==> config.mk <==
export PLATFORM = sky130hd
export DESIGN_NAME = crc16_packet_deframer_flat
export DESIGN_NICKNAME = d
export VERILOG_FILES = /design/src/hdl/crcpd_pkg.sv /design/src/hdl/crcpd_if.sv /design/src/hdl/crcpd_parser.sv /design/src/hdl/crcpd_emitter.sv /design/src/hdl/crc16_packet_deframer.sv /design/src/flat_wrapper.sv
export SDC_FILE = /design/constraint.sdc
export NUM_CORES = 1
export LEC_CHECK = 0
export BUFFER_PORTS_ARGS = -buffer_cell sky130_fd_sc_hd__buf_2
export CAP_MARGIN = 20
export CORE_MARGIN = 5
export CORE_UTILIZATION = 45
export DETAILED_ROUTE_END_ITERATION = 8
export GPL_ROUTABILITY_DRIVEN = 0
export PLACE_DENSITY = 0.63
export SETUP_SLACK_MARGIN = 0.05
export SLEW_MARGIN = 25
export SYNTH_ARGS = -nofsm -noshare
export SYNTH_HDL_FRONTEND = slang
export SYNTH_SLANG_ARGS = --single-unit
==> constraint.sdc <==
create_clock -name clk -period 9.9 [get_ports clk]
set_input_delay 1.485 -clock clk [delete_from_list [all_inputs] [get_ports clk]]
set_output_delay 1.485 -clock clk [all_outputs]
set_load 0.1 [all_outputs]
==> src/hdl/crcpd_pkg.sv <==
// Shared types and constants of the CRC-16 packet deframer.
package crcpd_pkg;

  // Frame format
  localparam int unsigned MAX_PAYLOAD = 16;
  localparam int unsigned IDX_W       = 4;
  localparam int unsigned LEN_W       = 5;
  localparam logic [7:0]  SYNC_BYTE   = 8'hA5;
  localparam logic [15:0] CRC_INIT    = 16'hFFFF;

  // Idle timer
  localparam logic [15:0] TIMEOUT_RESET = 16'd5000;
  localparam int unsigned IDLE_W        = 17;
  localparam logic [IDLE_W-1:0] IDLE_MAX = {IDLE_W{1'b1}};

  // Input kinds and result status codes
  localparam logic KIND_BYTE   = 1'b0;
  localparam logic KIND_TICK   = 1'b1;
  localparam logic STAT_PACKET = 1'b0;
  localparam logic STAT_TMO    = 1'b1;

  typedef enum logic [2:0] {
    PS_SYNC1,
    PS_SYNC2,
    PS_ID,
    PS_CMD,
    PS_LEN,
    PS_DATA,
    PS_CRC_HI,
    PS_CRC_LO
  } parse_state_t;

  // One result item
  typedef struct packed {
    logic             status;
    logic [7:0]       packet_id;
    logic [7:0]       command;
    logic [LEN_W-1:0] payload_length;
    logic [7:0]       data_value;
    logic [IDX_W-1:0] byte_index;
    logic             last;
  } result_t;

  // Header fields of the frame being parsed or emitted
  typedef struct packed {
    logic [7:0]       id;
    logic [7:0]       cmd;
    logic [LEN_W-1:0] len;
  } header_t;

  // Per-item events from the parser to the emitter
  typedef struct packed {
    logic             wr_en;
    logic [IDX_W-1:0] wr_addr;
    logic [7:0]       wr_data;
    logic             run_start;
    logic             res_v;
    result_t          res;
  } parse_evt_t;

endpackage

==> src/hdl/crcpd_if.sv <==
// Valid/ready channel interfaces for the deframer input and result streams.
interface crcpd_in_if;
  logic       valid;
  logic       ready;
  logic       kind;
  logic [7:0] rx_byte;

  modport source (output valid, output kind, output rx_byte, input ready);
  modport sink   (input valid, input kind, input rx_byte, output ready);
endinterface

interface crcpd_out_if;
  logic       valid;
  logic       ready;
  logic       status;
  logic [7:0] packet_id;
  logic [7:0] command;
  logic [4:0] payload_length;
  logic [7:0] data_value;
  logic [3:0] byte_index;
  logic       last;

  modport source (output valid, output status, output packet_id, output command,
                  output payload_length, output data_value, output byte_index,
                  output last, input ready);
  modport sink   (input valid, input status, input packet_id, input command,
                  input payload_length, input data_value, input byte_index,
                  input last, output ready);
endinterface

==> src/hdl/crcpd_parser.sv <==
// Frame parser: sync hunt, header capture, CRC-16 update and idle timeout.
module crcpd_parser (
  input  logic                 clk,
  input  logic                 rst_n,
  input  logic                 fire,
  input  logic                 kind,
  input  logic [7:0]           rx_byte,
  input  logic                 cfg_we,
  input  logic [15:0]          cfg_wdata,
  output crcpd_pkg::parse_evt_t evt,
  output crcpd_pkg::header_t   hdr
);

  crcpd_pkg::parse_state_t state_r, state_nxt;
  logic [15:0] crc_r, crc_nxt;
  logic [7:0]  id_r, id_nxt;
  logic [7:0]  cmd_r, cmd_nxt;
  logic [crcpd_pkg::LEN_W-1:0] len_r, len_nxt;
  logic [crcpd_pkg::LEN_W-1:0] fill_r, fill_nxt;
  logic [crcpd_pkg::IDLE_W-1:0] idle_r, idle_nxt;
  logic [15:0] timeout_r;

  logic [crcpd_pkg::IDLE_W-1:0] idle_inc;
  logic [crcpd_pkg::LEN_W-1:0]  fill_inc;
  logic [15:0] crc_upd;
  logic        is_sync;
  logic        tmo_hit;

  // Byte-wise CRC-16/CCITT-FALSE step
  function automatic logic [15:0] crc_byte(input logic [15:0] crc, input logic [7:0] dat);
    logic [7:0] x;
    logic [7:0] hi;
    logic [7:0] lo;
    x  = crc[15:8] ^ dat;
    x  = x ^ (x >> 4);
    hi = crc[7:0] ^ (x << 4) ^ (x >> 3);
    lo = (x << 5) ^ x;
    return {hi, lo};
  endfunction

  assign is_sync  = (rx_byte == crcpd_pkg::SYNC_BYTE);
  assign crc_upd  = crc_byte(crc_r, rx_byte);
  assign fill_inc = fill_r + 1'b1;
  assign idle_inc = (idle_r == crcpd_pkg::IDLE_MAX) ? idle_r : idle_r + 1'b1;
  assign tmo_hit  = (idle_inc > {1'b0, timeout_r});

  assign hdr.id  = id_r;
  assign hdr.cmd = cmd_r;
  assign hdr.len = len_r;

  // Next state
  always_comb begin
    state_nxt = state_r;
    if (fire) begin
      if (kind == crcpd_pkg::KIND_TICK) begin
        if (tmo_hit) state_nxt = crcpd_pkg::PS_SYNC1;
      end else begin
        unique case (state_r)
          crcpd_pkg::PS_SYNC1: state_nxt = is_sync ? crcpd_pkg::PS_SYNC2 : crcpd_pkg::PS_SYNC1;
          crcpd_pkg::PS_SYNC2: state_nxt = is_sync ? crcpd_pkg::PS_ID : crcpd_pkg::PS_SYNC1;
          crcpd_pkg::PS_ID:    state_nxt = crcpd_pkg::PS_CMD;
          crcpd_pkg::PS_CMD:   state_nxt = crcpd_pkg::PS_LEN;
          crcpd_pkg::PS_LEN: begin
            if (rx_byte == 8'd0)
              state_nxt = crcpd_pkg::PS_CRC_HI;
            else if (rx_byte > 8'(crcpd_pkg::MAX_PAYLOAD))
              state_nxt = crcpd_pkg::PS_SYNC1;
            else
              state_nxt = crcpd_pkg::PS_DATA;
          end
          crcpd_pkg::PS_DATA:
            state_nxt = (fill_inc >= len_r) ? crcpd_pkg::PS_CRC_HI : crcpd_pkg::PS_DATA;
          crcpd_pkg::PS_CRC_HI:
            state_nxt = (rx_byte == crc_r[15:8]) ? crcpd_pkg::PS_CRC_LO : crcpd_pkg::PS_SYNC1;
          crcpd_pkg::PS_CRC_LO: state_nxt = crcpd_pkg::PS_SYNC1;
        endcase
      end
    end
  end

  // Datapath updates and events
  always_comb begin
    crc_nxt  = crc_r;
    id_nxt   = id_r;
    cmd_nxt  = cmd_r;
    len_nxt  = len_r;
    fill_nxt = fill_r;
    idle_nxt = idle_r;
    evt      = '0;
    evt.wr_data = rx_byte;
    evt.wr_addr = fill_r[crcpd_pkg::IDX_W-1:0];
    if (fire) begin
      if (kind == crcpd_pkg::KIND_TICK) begin
        if (tmo_hit) begin
          idle_nxt       = '0;
          evt.res_v      = 1'b1;
          evt.res.status = crcpd_pkg::STAT_TMO;
          evt.res.last   = 1'b1;
        end else begin
          idle_nxt = idle_inc;
        end
      end else begin
        idle_nxt = '0;
        unique case (state_r)
          crcpd_pkg::PS_SYNC1: begin
            if (is_sync) crc_nxt = crc_byte(crcpd_pkg::CRC_INIT, crcpd_pkg::SYNC_BYTE);
          end
          crcpd_pkg::PS_SYNC2: begin
            if (is_sync) crc_nxt = crc_upd;
          end
          crcpd_pkg::PS_ID: begin
            id_nxt  = rx_byte;
            crc_nxt = crc_upd;
          end
          crcpd_pkg::PS_CMD: begin
            cmd_nxt = rx_byte;
            crc_nxt = crc_upd;
          end
          crcpd_pkg::PS_LEN: begin
            len_nxt  = rx_byte[crcpd_pkg::LEN_W-1:0];
            fill_nxt = '0;
            crc_nxt  = crc_upd;
          end
          crcpd_pkg::PS_DATA: begin
            evt.wr_en = (fill_r < crcpd_pkg::LEN_W'(crcpd_pkg::MAX_PAYLOAD));
            fill_nxt  = fill_inc;
            crc_nxt   = crc_upd;
          end
          crcpd_pkg::PS_CRC_HI: ;
          crcpd_pkg::PS_CRC_LO: begin
            if (rx_byte == crc_r[7:0]) begin
              if (len_r == '0) begin
                // empty payload: one result with zero data
                evt.res_v              = 1'b1;
                evt.res.status         = crcpd_pkg::STAT_PACKET;
                evt.res.packet_id      = id_r;
                evt.res.command        = cmd_r;
                evt.res.payload_length = len_r;
                evt.res.last           = 1'b1;
              end else begin
                evt.run_start = 1'b1;
              end
            end
          end
        endcase
      end
    end
  end

  // Registers
  always_ff @(posedge clk) begin
    if (!rst_n) begin
      state_r   <= crcpd_pkg::PS_SYNC1;
      crc_r     <= crcpd_pkg::CRC_INIT;
      id_r      <= '0;
      cmd_r     <= '0;
      len_r     <= '0;
      fill_r    <= '0;
      idle_r    <= '0;
      timeout_r <= crcpd_pkg::TIMEOUT_RESET;
    end else begin
      state_r <= state_nxt;
      crc_r   <= crc_nxt;
      id_r    <= id_nxt;
      cmd_r   <= cmd_nxt;
      len_r   <= len_nxt;
      fill_r  <= fill_nxt;
      idle_r  <= idle_nxt;
      if (cfg_we) timeout_r <= cfg_wdata;
    end
  end

endmodule

==> src/hdl/crcpd_emitter.sv <==
// Payload memory, result run sequencer and two-deep output buffer.
module crcpd_emitter (
  input  logic                  clk,
  input  logic                  rst_n,
  input  crcpd_pkg::parse_evt_t evt,
  input  crcpd_pkg::header_t    hdr,
  input  logic                  out_ready,
  output logic                  out_valid,
  output crcpd_pkg::result_t    out_res,
  output logic                  room
);

  logic [7:0] mem [crcpd_pkg::MAX_PAYLOAD];
  logic [7:0] rd_data_r;

  logic                       emit_active_r, emit_active_nxt;
  logic [crcpd_pkg::IDX_W-1:0] emit_idx_r, emit_idx_nxt;
  logic                       out_v_r, out_v_nxt;
  crcpd_pkg::result_t         out_r, out_nxt;
  logic                       skid_v_r, skid_v_nxt;
  crcpd_pkg::result_t         skid_r, skid_nxt;

  logic               out_free;
  logic               load_run;
  logic               run_last;
  crcpd_pkg::result_t run_res;

  assign out_free = !out_v_r || out_ready;
  assign load_run = emit_active_r && out_free && !skid_v_r;
  assign run_last = ({1'b0, emit_idx_r} + 1'b1) == hdr.len;
  assign room     = !emit_active_r && !skid_v_r;

  assign out_valid = out_v_r;
  assign out_res   = out_r;

  // Result for the current run position
  always_comb begin
    run_res                = '0;
    run_res.status         = crcpd_pkg::STAT_PACKET;
    run_res.packet_id      = hdr.id;
    run_res.command        = hdr.cmd;
    run_res.payload_length = hdr.len;
    run_res.data_value     = rd_data_r;
    run_res.byte_index     = emit_idx_r;
    run_res.last           = run_last;
  end

  // Run sequencer; the read address is the run position of the next cycle
  always_comb begin
    emit_active_nxt = emit_active_r;
    emit_idx_nxt    = emit_idx_r;
    if (evt.run_start) begin
      emit_active_nxt = 1'b1;
      emit_idx_nxt    = '0;
    end else if (load_run) begin
      if (run_last) emit_active_nxt = 1'b0;
      else          emit_idx_nxt    = emit_idx_r + 1'b1;
    end
  end

  // Output register and skid stage
  always_comb begin
    out_v_nxt  = out_v_r;
    out_nxt    = out_r;
    skid_v_nxt = skid_v_r;
    skid_nxt   = skid_r;
    if (out_free) begin
      priority if (skid_v_r) begin
        out_v_nxt  = 1'b1;
        out_nxt    = skid_r;
        skid_v_nxt = 1'b0;
      end else if (evt.res_v) begin
        out_v_nxt = 1'b1;
        out_nxt   = evt.res;
      end else if (load_run) begin
        out_v_nxt = 1'b1;
        out_nxt   = run_res;
      end else begin
        out_v_nxt = 1'b0;
      end
    end else if (evt.res_v) begin
      skid_v_nxt = 1'b1;
      skid_nxt   = evt.res;
    end
  end

  // Payload memory: one write port, one registered read port
  always_ff @(posedge clk) begin
    if (evt.wr_en) mem[evt.wr_addr] <= evt.wr_data;
    rd_data_r <= mem[emit_idx_nxt];
  end

  always_ff @(posedge clk) begin
    if (!rst_n) begin
      emit_active_r <= 1'b0;
      emit_idx_r    <= '0;
      out_v_r       <= 1'b0;
      skid_v_r      <= 1'b0;
    end else begin
      emit_active_r <= emit_active_nxt;
      emit_idx_r    <= emit_idx_nxt;
      out_v_r       <= out_v_nxt;
      skid_v_r      <= skid_v_nxt;
    end
  end

  always_ff @(posedge clk) begin
    out_r  <= out_nxt;
    skid_r <= skid_nxt;
  end

`ifndef NO_ASSERTIONS
  // skid stage only fills behind a held output
  a_skid_behind_out: assert property (@(posedge clk) disable iff (!rst_n)
    skid_v_r |-> out_v_r) else $error("skid full while output empty");

  // a run position stays inside the payload
  a_idx_in_range: assert property (@(posedge clk) disable iff (!rst_n)
    emit_active_r |-> ({1'b0, emit_idx_r} < hdr.len)) else $error("run index past length");

  // a run starts at position zero
  a_run_start: assert property (@(posedge clk) disable iff (!rst_n)
    evt.run_start |=> (emit_active_r && emit_idx_r == '0)) else $error("bad run start");

  // the final result of a run ends the run
  a_run_end: assert property (@(posedge clk) disable iff (!rst_n)
    (load_run && run_last) |=> !emit_active_r) else $error("run did not end");
`endif

endmodule

==> src/hdl/crc16_packet_deframer.sv <==
// Timeout and empty-payload results are registered in the output register, or in the skid
// stage if it is held; a good frame's first payload result passes the read register first.
// Throughput: one input item per cycle; input is held off while the skid stage is full
// or a run of N results drains from payload memory (one result per cycle unless out_ready stalls).
// Reset (rst_n, synchronous): parser hunts for sync, buffers empty, timeout 5000.
// The payload memory is not cleared; results carry only entries written by their own frame.
module crc16_packet_deframer (
  input  logic              clk,
  input  logic              rst_n,
  crcpd_in_if.sink          in_ch,
  crcpd_out_if.source       out_ch,
  input  logic              cfg_we,
  input  logic [15:0]       cfg_wdata
);

  crcpd_pkg::parse_evt_t evt;
  crcpd_pkg::header_t    hdr;
  crcpd_pkg::result_t    res;
  logic                  room;
  logic                  in_fire;

  assign in_ch.ready = room;
  assign in_fire     = in_ch.valid && room;

  crcpd_parser u_parser (
    .clk       (clk),
    .rst_n     (rst_n),
    .fire      (in_fire),
    .kind      (in_ch.kind),
    .rx_byte   (in_ch.rx_byte),
    .cfg_we    (cfg_we),
    .cfg_wdata (cfg_wdata),
    .evt       (evt),
    .hdr       (hdr)
  );

  crcpd_emitter u_emitter (
    .clk       (clk),
    .rst_n     (rst_n),
    .evt       (evt),
    .hdr       (hdr),
    .out_ready (out_ch.ready),
    .out_valid (out_ch.valid),
    .out_res   (res),
    .room      (room)
  );

  // Result fields onto the channel
  assign out_ch.status         = res.status;
  assign out_ch.packet_id      = res.packet_id;
  assign out_ch.command        = res.command;
  assign out_ch.payload_length = res.payload_length;
  assign out_ch.data_value     = res.data_value;
  assign out_ch.byte_index     = res.byte_index;
  assign out_ch.last           = res.last;

endmodule
==> src/flat_wrapper.sv <==
// flat-port wrapper written by rule: the top's interface ports become plain ports
module crc16_packet_deframer_flat 
  (clk, rst_n, cfg_we, cfg_wdata, in_ch_valid, in_ch_kind, in_ch_rx_byte, in_ch_ready, out_ch_valid, out_ch_status, out_ch_packet_id, out_ch_command, out_ch_payload_length, out_ch_data_value, out_ch_byte_index, out_ch_last, out_ch_ready);
  crcpd_in_if in_ch_i ();
  crcpd_out_if out_ch_i ();
  input  logic clk;
  input  logic rst_n;
  input  logic cfg_we;
  input  logic [15:0] cfg_wdata;
  input wire logic [$bits(in_ch_i.valid)-1:0] in_ch_valid;
  input wire logic [$bits(in_ch_i.kind)-1:0] in_ch_kind;
  input wire logic [$bits(in_ch_i.rx_byte)-1:0] in_ch_rx_byte;
  output wire logic [$bits(in_ch_i.ready)-1:0] in_ch_ready;
  output wire logic [$bits(out_ch_i.valid)-1:0] out_ch_valid;
  output wire logic [$bits(out_ch_i.status)-1:0] out_ch_status;
  output wire logic [$bits(out_ch_i.packet_id)-1:0] out_ch_packet_id;
  output wire logic [$bits(out_ch_i.command)-1:0] out_ch_command;
  output wire logic [$bits(out_ch_i.payload_length)-1:0] out_ch_payload_length;
  output wire logic [$bits(out_ch_i.data_value)-1:0] out_ch_data_value;
  output wire logic [$bits(out_ch_i.byte_index)-1:0] out_ch_byte_index;
  output wire logic [$bits(out_ch_i.last)-1:0] out_ch_last;
  input wire logic [$bits(out_ch_i.ready)-1:0] out_ch_ready;
  assign in_ch_i.valid = in_ch_valid;
  assign in_ch_i.kind = in_ch_kind;
  assign in_ch_i.rx_byte = in_ch_rx_byte;
  assign in_ch_ready = in_ch_i.ready;
  assign out_ch_valid = out_ch_i.valid;
  assign out_ch_status = out_ch_i.status;
  assign out_ch_packet_id = out_ch_i.packet_id;
  assign out_ch_command = out_ch_i.command;
  assign out_ch_payload_length = out_ch_i.payload_length;
  assign out_ch_data_value = out_ch_i.data_value;
  assign out_ch_byte_index = out_ch_i.byte_index;
  assign out_ch_last = out_ch_i.last;
  assign out_ch_i.ready = out_ch_ready;
  crc16_packet_deframer u_core (.clk(clk), .rst_n(rst_n), .in_ch(in_ch_i), .out_ch(out_ch_i), .cfg_we(cfg_we), .cfg_wdata(cfg_wdata));
endmodule
## Word level (Yosys, flattened, before mapping)

Memories as Yosys holds them, arrays and structs flattened. A register that Yosys moved wholly into a read port is not among the register bits.
Cells that the tools add are included.

- Reductions and logical operators: 28
- Muxes and demuxes: 48
- Magnitude comparators: 4
- $add $sub $neg: 4
- Bitwise gates (word level): 8
- Equality and inequality tests: 15

Operator list:

| operator | count |
|---|---|
| 35-bit two-way mux | 3 |
| 24-bit two-way mux | 3 |
| 17-bit two-way mux | 3 |
| 16-bit one-hot mux with 3 select lines | 1 |
| 16-bit two-way mux | 2 |
| 3-bit one-hot mux with 8 select lines | 1 |
| 8-bit bitwise XOR | 3 |
| 23-bit two-way mux | 1 |
| 21-bit two-way mux | 1 |
| 1-bit two-way mux | 20 |
| 17-bit by 1-bit adder with 17-bit output, second input constant | 1 |
| 17-bit == test, second input constant | 1 |
| 17-bit by 16-bit > comparator with 1-bit output | 1 |
| 8-bit == test | 2 |
| 3-bit two-way mux | 5 |
| 3-bit == test, second input constant | 4 |
| 4-bit two-way mux | 3 |
| 3-bit AND reduction | 4 |
| 5-bit one-hot mux with 2 select lines | 1 |
| 8-bit == test, second input constant | 1 |
| 8-bit by 5-bit > comparator with 1-bit output, second input constant | 1 |
| 8-bit logical NOT | 1 |
| 2-bit two-way mux | 4 |
| 2-bit AND reduction | 4 |
| other kinds (23) | 36 |

- Bits of input ports: 30
- Bits in writable memories: 128
- Output and inout port bits: 37
- Register bits after elaboration: 143
- Memories: 1

Memory list:

| name | depth | bits a word | rd ports | clocked after memory_dff | write ports | RTL line | text |
|---|---|---|---|---|---|---|---|
| u_core.u_emitter.mem | 16 | 8 | 1 | 1 | 1 | crcpd_emitter.sv:13 | `logic [7:0] mem [crcpd_pkg::MAX_PAYLOAD];` |

## Logic depth before layout (Yosys ltp)

- Word-level depth: 8
- Depth in mapped cells: 20
- Mapped depth without buffers: 17

## By module

Synthesis repeated with hierarchy kept, for this count alone.

- Cell total of the unflattened synthesis: 1,086
- Area total of the unflattened synthesis: 13,247.7 um^2

By module, submodules not included:

| module | cells an instance | times used | area each (um^2) | seq. area each (um^2) |
|---|---|---|---|---|
| crcpd_emitter | 536 | 1 | 8,664.6 | 6,246.0 |
| crcpd_parser | 549 | 1 | 4,576.9 | 1,561.5 |
| crc16_packet_deframer | 1 | 1 | 6.3 | 0.0 |

## Least setup slack after synthesis

Ideal clock, no wire load.

- Path type: reg-to-reg
- From: register u_core.u_parser.idle_r[0] in the netlist's numbering
- To: register u_core.u_emitter.out_r, in the netlist u_core.u_emitter.out_res[0] (enable)
- Path slack: 5,090 ps
- Cell stages (with the launch flop): 17
- Data arrival time: 4,412 ps
- Path through: dfxtp_1 -> ha_1 -> nand3_1 -> nor4_1 -> and3_1 -> or4b_2 -> and2_1 -> or2_2 -> ha_1 -> nand4_1 -> nor2_1 -> o21ai_0 -> nand3_1 -> a221oi_1 -> o21a_1 -> o22ai_1 -> o31a_1

- Cells in the longest elaborated chain, start to end: 8
- Elaborated cells on any way between the ends: 9
- Classes of those cells: add/sub: 1; order compare: 1; eq/ne: 1; mux: 4; reduce/logical: 2

RTL lines:

| element | RTL line | text |
|---|---|---|
| start, declared | crcpd_parser.sv:20 | `logic [crcpd_pkg::IDLE_W-1:0] idle_r, idle_nxt;` |
| start signal, assigned | crcpd_parser.sv:168 | `idle_r <= idle_nxt;` |
| 17-bit by 1-bit adder with 17-bit output / 17-bit == test (equally long branches) | crcpd_parser.sv:44 | `assign idle_inc = (idle_r == crcpd_pkg::IDLE_MAX) ? idle_r : idle_r + 1'b1;` |
| 17-bit two-way mux (*) | crcpd_parser.sv:44 |  |
| 17-bit by 16-bit > comparator with 1-bit output (*) | crcpd_parser.sv:45 | `assign tmo_hit = (idle_inc > {1'b0, timeout_r});` |
| 2-bit two-way mux (*) | crcpd_parser.sv:94 | `if (tmo_hit) begin` |
| 2-bit two-way mux (*) | crcpd_parser.sv:93 | `if (kind == crcpd_pkg::KIND_TICK) begin` |
| 24-bit two-way mux (*) | crcpd_parser.sv:92 | `if (fire) begin` |
| 3-bit nonzero test (no source line) (*) | -- |  |
| 2-bit AND reduction (no source line) (*) | -- |  |
| end signal, assigned | crcpd_emitter.sv:108 | `out_r <= out_nxt;` |
| end, declared | crcpd_emitter.sv:19 | `crcpd_pkg::result_t out_r, out_nxt;` |

Every way passes the cells marked *; elsewhere a longest branch is shown, timed or not.
A chain may end at the register's enable or synchronous reset.

## Worst setup path after layout

- From: register u_core.u_parser.idle_r[7] in the netlist's numbering
- To: register u_core.u_emitter.out_r, in the netlist u_core.u_emitter.out_res[29] (enable)

The elaborated chain is that of the path after synthesis.

==> Implementation_results.wiki <==
{| class="wikitable"
! Metric !! Value
|-
| Post-layout net count || between 1000 and 1500
|-
| Worst voltage drop across the vdd grid || about 0.14 mV
|-
| Global-route wire length before repair || 45.1 mm
|-
| Detailed-router iteration count before antenna repair || 5
|-
| Dominant synthesized flop cell || edfxtp_1
|-
| Hold-fix buffers, CTS || 0
|-
| Distinct cell type count after synthesis || 74
|-
| Worst Path Max Fanout || 35
|-
| Cell taking the most area after synthesis || edfxtp_1
|-
| DRT antenna net count || 0
|-
| Root buffer selected by CTS || clkbuf_16
|-
| Design Area, Final || between 10000 and 15000 um^2
|-
| Status || finished, final reports clean
|-
| Post-Synthesis Cells || around 1100
|-
| Number of enable flip-flop cells after synthesis || around 190
|-
| Overall track demand over capacity in global routing || 17.8%
|-
| Transition at the pin with the smallest max-transition slack || 0.917 ns
|-
| HPWL after detailed placement || between 15 and 20 mm
|-
| Flop pwr share || 51.4%
|-
| Synthesis-stage register bit count || around 280
|-
| Vias in the first global route || between 8000 and 9000
|-
| Port-buffer cells || 66
|-
| Die X-Extent || 178 um
|-
| Remaining DRCs || 0
|-
| Non-filler cells, final || approximately 1500
|-
| Clock share of power || 45.7%
|-
| Commonest non-fill, non-tap cell in the layout || edfxtp_1
|-
| Clock transition at the registers of the reported paths || around 0.06 ns
|-
| Launching element type of the critical path || register
|-
| Clock latency reported for the late side of the worst-skew pair || around 0.54 ns
|-
| Boundary pin count || between 60 and 70
|-
| Synth Area per Inst || 11.7 um^2
|-
| Switching share of power || between 20% and 30%
|-
| Antenna diodes || 0
|-
| Final global-route overflow total || 0
|-
| Via count || approximately 8400
|-
| Number of buffers inserted by post-CTS setup repair || 0
|-
| Initial detailed-routing violation count || approximately 720
|-
| H-tree level count || 1
|-
| Required time at the endpoint of the critical path || a little over 10 ns
|-
| Fmax || between 150 and 200 MHz
|-
| Number of sinks on the clock net || 279
|-
| Max Clock Skew || 0.00749 ns
|-
| RSZ-0062 raised after global routing || false
|-
| Leakage dissipation || 5.08 nW
|-
| Synth async-reset ratio || 0%
|-
| Netlist Area Pre-Place || 12800 um^2
|-
| Most frequent cells in the layout || edfxtp_1 (186), nand2_1 (113), dfxtp_1 (93), mux2i_1 (70), buf_2 (66)
|-
| Relative contribution of combinational cells to total power || slightly below 3%
|-
| Crit path DAT || about 5.5 ns
|-
| Number of rows created at floorplan || 61
|-
| Effective utilization at floorplan || between 40 and 50%
|-
| Cell count after placement || around 1500
|-
| Summed negative setup slack over all endpoints || 0 ns
|-
| Reported net switching power || roughly 500 uW
|-
| TritonCTS clock tree || built
|-
| Number of pins exceeding their max-slew limit in the final report || 0
|-
| Total routed wirelength || 28.4 mm
|-
| Number of buffers added by the clock tree synthesis step || 30
|-
| Area share of the leading cell type in the synthesized netlist || between 40 and 50%
|-
| Crit path time final || 5.35 ns
|-
| Post-route clock period utilization || around 54%
|-
| Quantity of gates resized following cts || 0
|-
| Cell area reported after detailed placement || between 10000 and 15000 um^2
|-
| Share of the core filled with cells || 51.7%
|-
| Die boundary height || around 180 um
|-
| Initial antenna violation count || 0
|-
| Standard cell core area || between 20000 and 30000 um^2
|-
| Area growth from synthesis to final layout || 13.0%
|-
| Critical setup path kind || register to register
|-
| Power per cell area || approximately 170 nW/um^2
|-
| Leading post-synthesis cells by cell area || edfxtp_1 (44%), dfxtp_1 (15%), mux2i_1 (5.5%)
|-
| Maximum number of pins on one net before global-route repair || 80
|-
| CP Capture Type || register
|-
| Total power draw || approximately 2.4 mW
|-
| Count of warnings emitted by yosys || 0
|-
| Vias per cell || ~5.4
|-
| Setup Viol. Count Final || 0
|-
| Overall die area || 31900 um^2
|-
| Max-slew headroom at the worst pin || 38.6%
|-
| Share of synthesized area occupied by flip-flops and latches || approximately three fifths
|-
| Fraction of final layout cells sized beyond drive strength 1 || about an eighth
|-
| Internal power of the cells || around 1.9 mW
|-
| Hold violation count in the final report || 0
|-
| Number of max-capacitance violations reported || 0
|-
| Number of buffers on the longest clock path || 3
|-
| Post-detailed-route wirelength per cell || ~18 um
|-
| Path type of the worst min-delay path || register to register
|}
## synth_stat cells (17+ instances only)
master	instances
nand2_1	113
edfxtp_1	186
nor2_1	55
mux2i_1	70
nor2b_1	39
inv_1	30
dfxtp_1	93
ha_1	27
clkbuf_1	43
nand3_1	30
nor3_1	17
and2_1	33
o21ai_0	57
xnor2_1	39
o211ai_1	27
## registers in the layout (all words and copies together) (netlist names)
| name | cells |
|---|---|
| u_core.u_parser.timeout_r | 16 |
| u_core.u_parser.crc_r | 16 |
| u_core.u_emitter.out_valid | 1 |
| u_core.u_emitter.mem | 128 |
| u_core.u_emitter.skid_v_r | 1 |
| u_core.u_parser.fill_r | 5 |
| u_core.u_emitter.emit_idx_r | 4 |
| u_core.u_emitter.rd_data_r | 8 |
| u_core.u_parser.idle_r | 17 |
| u_core.u_parser.id_r | 8 |
| u_core.u_parser.state_r | 3 |
| u_core.u_parser.cmd_r | 8 |
| u_core.u_emitter.out_res | 35 |
| u_core.u_emitter.skid_r | 23 |
| u_core.u_parser.len_r | 5 |
| u_core.u_emitter.emit_active_r | 1 |
## cell type report
cell class | count | area (um^2)
inverter | 30 | 113
multi-input combinational | 724 | 4980
fill | 2471 | 13500
clock buffer | 43 | 882
sequential | 279 | 7450
clock inverter | 13 | 115
tap | 378 | 473
timing repair buffer | 79 | 428
## routing by layer
layer / vias to the layer above / track usage, % / share of wire, %
li1: 4087 / - / -
met1: 4054 / 24.5 / 45
met2: 202 / 30.0 / 48
met3: 40 / 2.78 / 4.9
met4: 0 / 3.97 / 1.7
met5: - / 0 / 0
## path summary, 6_finish.rpt
kind,startpoint,endpoint,slack (ns),cells after the start
max,u_core.u_parser.idle_r[7],u_core.u_emitter.out_res[29],4.55,17
min reg2reg,u_core.u_parser.timeout_r[12],u_core.u_parser.timeout_r[12],0.48,2
max reg2reg,u_core.u_parser.idle_r[7],u_core.u_emitter.out_res[29],4.55,17
min,u_core.u_parser.timeout_r[12],u_core.u_parser.timeout_r[12],0.48,2
## metrics by stage
| step | worst slack (ns) | hold slack [ns] |
|---|---|---|
| after floorplan | 5.09 | 0.459 |
| after global placement | 4.67 | 0.475 |
| after detailed placement | 4.57 | 0.476 |
| after CTS | 4.54 | 0.487 |
| after global routing | 4.15 | 0.519 |
| final | 4.55 | 0.481 |
## critical path, stage by stage, from the launching register on
cell	delay [ns]
dfxtp_1	0.46
nand4_1	0.27
nor4_1	0.58
nand3_1	0.27
nand2b_1	0.23
nor2_1	0.09
nand4_1	0.11
xnor2_1	0.16
ha_1	0.29
a21o_1	0.17
a21o_1	0.17
a21oi_1	0.15
o21ai_0	0.10
a221oi_1	0.55
o21a_1	0.21
buf_4	0.24
o22ai_1	0.26
o31a_2	0.65
## power by group through the flow
stage | Clock [mW] | Combinational [mW] | Sequential [mW]
after floorplan | 0 | 0.0405 | 1.27
after detailed placement | 0 | 0.0703 | 1.27
after CTS | 1.12 | 0.0706 | 1.24
after global routing | 1.19 | 0.0775 | 1.24
after global placement | 0 | 0.0691 | 1.27
final | 1.11 | 0.0699 | 1.24
## kinds of logic after synthesis
group | share of synthesized area [%]
DFF | 58.3
and+or+nand+nor | 13.7
adders and majority gates | 2.64
other | 0.0294
xor gates and xnor gates | 4.37
muxes | 6.28
AOI/OAI and AO/OA | 11.6
buffers and inverters | 3.09
Note: power is estimated with default switching activity, not from simulation.
